### config.mk
export PLATFORM = sky130hd
export DESIGN_NAME = sorted_priority_queue
export DESIGN_NICKNAME = d
export VERILOG_FILES = /design/src/rtl/spq_pkg.sv /design/src/rtl/spq_cell.sv /design/src/rtl/sorted_priority_queue.sv
export SDC_FILE = /design/constraint.sdc
export NUM_CORES = 2
export LEC_CHECK = 0
export BUFFER_PORTS_ARGS = -buffer_cell sky130_fd_sc_hd__buf_2
export CAP_MARGIN = 20
export CORE_MARGIN = 2
export CORE_UTILIZATION = 65
export CTS_CLUSTER_SIZE = 16
export DETAILED_ROUTE_END_ITERATION = 7
export PLACE_DENSITY = 0.82
export SETUP_SLACK_MARGIN = 0.1
export SYNTH_ARGS = -nofsm -noshare
export SYNTH_HDL_FRONTEND = slang
export SYNTH_HIERARCHICAL = 1
export SYNTH_SLANG_ARGS = --single-unit
### constraint.sdc
create_clock -name clk -period 11.5 [get_ports clk]
set_input_delay 2.3 -clock clk [delete_from_list [all_inputs] [get_ports clk]]
set_output_delay 2.3 -clock clk [all_outputs]
set_load 0.01 [all_outputs]
### src/rtl/spq_pkg.sv
`timescale 1ns / 1ps
`default_nettype none

package spq_pkg;

    localparam int DEPTH_DEF = 16;
    localparam int ID_W      = 16;
    localparam int PRI_W     = 16;

    typedef logic [ID_W-1:0]         id_t;
    typedef logic signed [PRI_W-1:0] pri_t;

    typedef enum logic [1:0] {
        CMD_INSERT  = 2'd0,
        CMD_EXTRACT = 2'd1,
        CMD_REMOVE  = 2'd2,
        CMD_CHANGE  = 2'd3
    } cmd_t;

    typedef enum logic [1:0] {
        ST_OK        = 2'd0,
        ST_FULL      = 2'd1,
        ST_NOT_FOUND = 2'd2,
        ST_EMPTY     = 2'd3
    } status_t;

    typedef enum logic [1:0] {
        CELL_HOLD   = 2'd0,
        CELL_REMOVE = 2'd1,
        CELL_INSERT = 2'd2
    } cell_op_t;

    typedef enum logic {
        PH_IDLE   = 1'b0,
        PH_INSERT = 1'b1
    } phase_t;

    // Broadcast to every cell of the row.
    typedef struct packed {
        cell_op_t op;
        logic     extract;
        id_t      key_id;
        pri_t     key_pri;
    } cell_ctrl_t;

endpackage

`default_nettype wire

### src/rtl/spq_cell.sv
`timescale 1ns / 1ps
`default_nettype none

module spq_cell (
    input  wire logic               clk,
    input  wire spq_pkg::cell_ctrl_t ctrl,
    input  wire logic               occ,
    input  wire logic               hit_prev,
    output logic                    hit,
    input  wire logic               place_prev,
    output logic                    place,
    input  wire spq_pkg::id_t       left_id,
    input  wire spq_pkg::pri_t      left_pri,
    input  wire spq_pkg::id_t       right_id,
    input  wire spq_pkg::pri_t      right_pri,
    output spq_pkg::id_t            cell_id,
    output spq_pkg::pri_t           cell_pri
);

    spq_pkg::id_t  id_reg;
    spq_pkg::id_t  id_next;
    spq_pkg::pri_t pri_reg;
    spq_pkg::pri_t pri_next;
    logic          match;

    always_comb
    begin
        match = occ && (ctrl.extract || (id_reg == ctrl.key_id));
        hit   = hit_prev || match;
        place = !occ || (pri_reg >= ctrl.key_pri);
    end

    always_comb
    begin
        id_next  = id_reg;
        pri_next = pri_reg;
        case (ctrl.op)
            spq_pkg::CELL_REMOVE:
            begin
                if (hit)
                begin
                    id_next  = right_id;
                    pri_next = right_pri;
                end
            end
            spq_pkg::CELL_INSERT:
            begin
                if (place_prev)
                begin
                    id_next  = left_id;
                    pri_next = left_pri;
                end
                else if (place)
                begin
                    id_next  = ctrl.key_id;
                    pri_next = ctrl.key_pri;
                end
            end
            default:
            begin
                id_next  = id_reg;
                pri_next = pri_reg;
            end
        endcase
    end

    always_ff @(posedge clk)
    begin
        id_reg  <= id_next;
        pri_reg <= pri_next;
    end

    assign cell_id  = id_reg;
    assign cell_pri = pri_reg;

endmodule

`default_nettype wire

### src/rtl/sorted_priority_queue.sv
// Channel   Handshake           Word
// command   start / busy        command, entry_id, priority_req
// result    done (one cycle)    status, head_id, head_priority, is_empty, fill
//
// Extract, remove and change run the removal pass across the cell row at the accepting
// edge; insert and change run the insertion pass at the next edge, while busy is high.
// The result is shown for one cycle after that, and a new command may be accepted then.
// Reset clears the fill count and the control state; cell contents are not cleared.
// The receiver cannot stall, so results are never held back.
`timescale 1ns / 1ps
`default_nettype none

module sorted_priority_queue #(
    parameter int DEPTH = spq_pkg::DEPTH_DEF,
    localparam int CNT_W = $clog2(DEPTH + 1)
) (
    input  wire logic                        clk,
    input  wire logic                        rst_n,
    input  wire logic                        start,
    output logic                             busy,
    input  wire logic [1:0]                  command,
    input  wire logic [spq_pkg::ID_W-1:0]    entry_id,
    input  wire logic signed [spq_pkg::PRI_W-1:0] priority_req,
    output logic                             done,
    output logic [1:0]                       status,
    output logic [spq_pkg::ID_W-1:0]         head_id,
    output logic signed [spq_pkg::PRI_W-1:0] head_priority,
    output logic                             is_empty,
    output logic [CNT_W-1:0]                 fill
);

    spq_pkg::phase_t     state_reg;
    spq_pkg::phase_t     state_next;
    logic [CNT_W-1:0]    count_reg;
    logic [CNT_W-1:0]    count_next;
    logic                done_reg;
    logic                done_next;
    spq_pkg::status_t    status_reg;
    spq_pkg::status_t    status_next;
    logic [1:0]          cmd_reg;
    logic [1:0]          cmd_next;
    spq_pkg::id_t        id_reg;
    spq_pkg::id_t        id_next;
    spq_pkg::pri_t       pri_reg;
    spq_pkg::pri_t       pri_next;
    logic                found_reg;
    logic                found_next;
    logic                accept;
    logic                found;
    spq_pkg::cell_ctrl_t ctrl;

    logic                occ   [DEPTH];
    logic                hit   [DEPTH];
    logic                place [DEPTH];
    spq_pkg::id_t        ids   [DEPTH];
    spq_pkg::pri_t       pris  [DEPTH];

    genvar g;
    generate
        for (g = 0; g < DEPTH; g++)
        begin : g_cell
            assign occ[g] = count_reg > CNT_W'(g);
            if (g == 0)
            begin : g_first
                spq_cell u_cell (
                    .clk        (clk),
                    .ctrl       (ctrl),
                    .occ        (occ[g]),
                    .hit_prev   (1'b0),
                    .hit        (hit[g]),
                    .place_prev (1'b0),
                    .place      (place[g]),
                    .left_id    ('0),
                    .left_pri   ('0),
                    .right_id   (ids[g+1]),
                    .right_pri  (pris[g+1]),
                    .cell_id    (ids[g]),
                    .cell_pri   (pris[g])
                );
            end
            else if (g == DEPTH - 1)
            begin : g_last
                spq_cell u_cell (
                    .clk        (clk),
                    .ctrl       (ctrl),
                    .occ        (occ[g]),
                    .hit_prev   (hit[g-1]),
                    .hit        (hit[g]),
                    .place_prev (place[g-1]),
                    .place      (place[g]),
                    .left_id    (ids[g-1]),
                    .left_pri   (pris[g-1]),
                    .right_id   (ids[g]),
                    .right_pri  (pris[g]),
                    .cell_id    (ids[g]),
                    .cell_pri   (pris[g])
                );
            end
            else
            begin : g_mid
                spq_cell u_cell (
                    .clk        (clk),
                    .ctrl       (ctrl),
                    .occ        (occ[g]),
                    .hit_prev   (hit[g-1]),
                    .hit        (hit[g]),
                    .place_prev (place[g-1]),
                    .place      (place[g]),
                    .left_id    (ids[g-1]),
                    .left_pri   (pris[g-1]),
                    .right_id   (ids[g+1]),
                    .right_pri  (pris[g+1]),
                    .cell_id    (ids[g]),
                    .cell_pri   (pris[g])
                );
            end
        end
    endgenerate

    assign found = hit[DEPTH-1];

    always_comb
    begin
        case (state_reg)
            spq_pkg::PH_IDLE:   state_next = start ? spq_pkg::PH_INSERT : spq_pkg::PH_IDLE;
            spq_pkg::PH_INSERT: state_next = spq_pkg::PH_IDLE;
            default:            state_next = spq_pkg::PH_IDLE;
        endcase
    end

    always_comb
    begin
        busy         = 1'b0;
        accept       = 1'b0;
        done_next    = 1'b0;
        count_next   = count_reg;
        status_next  = status_reg;
        cmd_next     = cmd_reg;
        id_next      = id_reg;
        pri_next     = pri_reg;
        found_next   = found_reg;
        ctrl.op      = spq_pkg::CELL_HOLD;
        ctrl.extract = 1'b0;
        ctrl.key_id  = id_reg;
        ctrl.key_pri = pri_reg;
        case (state_reg)
            spq_pkg::PH_IDLE:
            begin
                accept       = start;
                ctrl.extract = command == spq_pkg::CMD_EXTRACT;
                ctrl.key_id  = entry_id;
                ctrl.key_pri = priority_req;
                if (accept)
                begin
                    cmd_next   = command;
                    id_next    = entry_id;
                    pri_next   = priority_req;
                    found_next = found;
                    if (command != spq_pkg::CMD_INSERT)
                    begin
                        ctrl.op    = spq_pkg::CELL_REMOVE;
                        count_next = count_reg - CNT_W'(found);
                    end
                end
            end
            spq_pkg::PH_INSERT:
            begin
                busy      = 1'b1;
                done_next = 1'b1;
                case (cmd_reg)
                    spq_pkg::CMD_INSERT,
                    spq_pkg::CMD_CHANGE:
                    begin
                        if (count_reg == CNT_W'(DEPTH))
                        begin
                            status_next = spq_pkg::ST_FULL;
                        end
                        else
                        begin
                            ctrl.op     = spq_pkg::CELL_INSERT;
                            count_next  = count_reg + CNT_W'(1);
                            status_next = spq_pkg::ST_OK;
                        end
                    end
                    spq_pkg::CMD_EXTRACT:
                        status_next = found_reg ? spq_pkg::ST_OK : spq_pkg::ST_EMPTY;
                    default:
                        status_next = found_reg ? spq_pkg::ST_OK : spq_pkg::ST_NOT_FOUND;
                endcase
            end
            default:
            begin
                busy = 1'b0;
            end
        endcase
    end

    always_ff @(posedge clk or negedge rst_n)
    begin
        if (!rst_n)
        begin
            state_reg <= spq_pkg::PH_IDLE;
            count_reg <= '0;
            done_reg  <= 1'b0;
        end
        else
        begin
            state_reg <= state_next;
            count_reg <= count_next;
            done_reg  <= done_next;
        end
    end

    always_ff @(posedge clk)
    begin
        status_reg <= status_next;
        cmd_reg    <= cmd_next;
        id_reg     <= id_next;
        pri_reg    <= pri_next;
        found_reg  <= found_next;
    end

    assign done          = done_reg;
    assign status        = status_reg;
    assign is_empty      = count_reg == '0;
    assign fill          = count_reg;
    assign head_id       = is_empty ? '0 : ids[0];
    assign head_priority = is_empty ? '0 : pris[0];

endmodule

`default_nettype wire

==> metrics.txt <==
Final Slew Violations 0; Hold Crit Class register to register; Slew HR about a third; postcts setup bufs 0; slowest stage cell, crit path a21oi_1; worst-margin pin slew about 1 ns; Worst Skew about 0.056 ns; Final min period roughly 11 ns; die area just over 60000 um^2; commonest non-fill, non-tap cell in the layout nand2_1; TritonCTS buffer count 59; RSZ-0062 raised after global routing false; clock root cell clkbuf_16; Die Ht 248 um; Hold Fails Final Rpt 0; Antenna Cells 0; CP Class primary input to register; Reg2Reg Capture Point fill[4]$_DFFE_PN0P_; CTS Hold Buffers Added 0; dpl hpwl between 70000 and 80000 um; Total GRT Usage around a third; clk sinks ~560; nets@finish 4201; clock buffer depth 3; Setup TNS 0 ns; Initial Util between 60% and 70%; H-tree depth 2; Buffers on Ports 78; P per Cell Area between 150 and 200 nW/um^2; Final Cycle Share between 90% and 100%; initial DRC count 3400; clk slew on worst S/H paths ~0.060 ns; Final Worst Setup Slack ~0.87 ns; Final setup viols 0; CP required roughly 12 ns; Post-route DRC 0; hold depth 1; Hold Path Origin found_reg$_DFFE_PP_; FP Rows a little under 90; sequential share of power between 30 and 40%; achievable frequency ~94 MHz; Clock power frac a little under a quarter; Chip Width around 250 um; post_cts resized 0; final non-filler cell total about 4700; GPL Wtd Cong between 0.9 and 1; CP max FO 4; total power a little over 8 mW; vias in the first global route roughly 30000; Netlist Area Pre-Place around 39000 um^2; Max Cap Viol 0; part of the power in combinational logic 38.8%; DR vias/cell between 6 and 7; startpoint type of the worst setup path primary input; cell count after synthesis between 3000 and 4000; largest net degree at the start of global routing 66; Hold Path End status[1]$_DFFE_PP_; r2r startpoint state_reg$_DFF_PN0_; placed insts between 4000 and 5000; FF-to-FF path depth between 40 and 50; Overflow after GRT 0; Core Box Area about 59000 um^2; Synth Warn # 6; crit-path max cell delay 0.45 ns; LEAKAGE roughly 19 nW; post-route ant nets 0; R2R Setup Slk about 1.8 ns; CP endpoint kind register; fraction of layout instances using a drive strength above 1 just over 9%; Int Pwr 5.08 mW; Worst-Skew Late Latency around 0.66 ns; CTS tree built; wire per inst between 20 and 25 um; Avg Cell Area, Syn 10.1 um^2; total routed wirelength between 100000 and 150000 um; status complete, no violations; WHS 0.585 ns; Switching Power 3.07 mW; routed vias 30700; first-pass GRT wire length ~160000 um; first drt pass iteration count 6; post-place setup slack about 0.42 ns; Area Overhead vs Synth 9.26%; antenna violations before repair 0; I/O Pins just under 80; worst endpoint data arrival time approximately 11 ns; Net Sw Frac about 38%; worst vdd ir between 0.15 and 0.2 mV; leading cell types in the layout, fill and taps excluded 552 x nand2_1, 549 x edfxtp_1, 531 x o21ai_0
## cell type report
type	instances	area, um^2
multi-input cells	2843	20700
fillers	4128	16700
inverters	279	1050
flip-flops and latches	556	16700
well taps	773	967
clock buffers	77	1540
repair buffers	164	1120
clock inverters	31	325
## power by group through the flow
stage | combinational [mW] | sequential (mW) | clock (mW)
after global placement | 2.96 | 3.09 | 0
final | 3.16 | 3.08 | 1.90
after floorplan | 2.36 | 2.97 | 0
after detailed placement | 3.06 | 3.11 | 0
after CTS | 3.09 | 3.07 | 1.91
after global routing | 3.43 | 3.11 | 1.98
## through the flow
stage | util [%] | area (um^2)
finish | 71.7 | 42300
global route | 71.7 | 42300
CTS | 71.5 | 42200
detailed placement | 68.4 | 40300
global placement | 68.4 | 40300
floorplan | - | 38900
## worst max-delay path: cells and delay by family
| kind | cells | cell delay, ns |
|---|---|---|
| multiplexers | 1 | 0.30 |
| AO/OA/AOI/OAI | 19 | 5.61 |
| AND/OR/NAND/NOR | 3 | 0.55 |
| buffers and inverters | 17 | 1.61 |
| XOR/XNOR | 2 | 0.33 |
| adder cells (fa/ha/maj) | 2 | 0.45 |
## how the worst max path moves through the flow
stage	start	endpoint	slack (ns)	depth (start not counted)
final	entry_id[3]	fill[4]$_DFFE_PN0P_	0.87	44
after global routing	entry_id[7]	fill[4]$_DFFE_PN0P_	0.41	44
after CTS	entry_id[3]	fill[4]$_DFFE_PN0P_	1.05	44
after detailed placement	entry_id[3]	fill[4]$_DFFE_PN0P_	0.42	44
after global placement	entry_id[3]	fill[4]$_DFFE_PN0P_	0.63	44
after floorplan	entry_id[7]	fill[4]$_DFFE_PN0P_	3.50	43
## layer usage
| metal | wire (um) | GRT usage (%) | vias to the layer above |
|---|---|---|---|
| met3 | 12100 | 8.07 | 242 |
| met5 | 0 | 0 | - |
| met4 | 3940 | 13.9 | 0 |
| li1 | - | - | 14100 |
| met2 | 48000 | 53.4 | 1654 |
| met1 | 43300 | 46.8 | 14700 |
No activity file was read; power rests on OpenSTA's default activity.
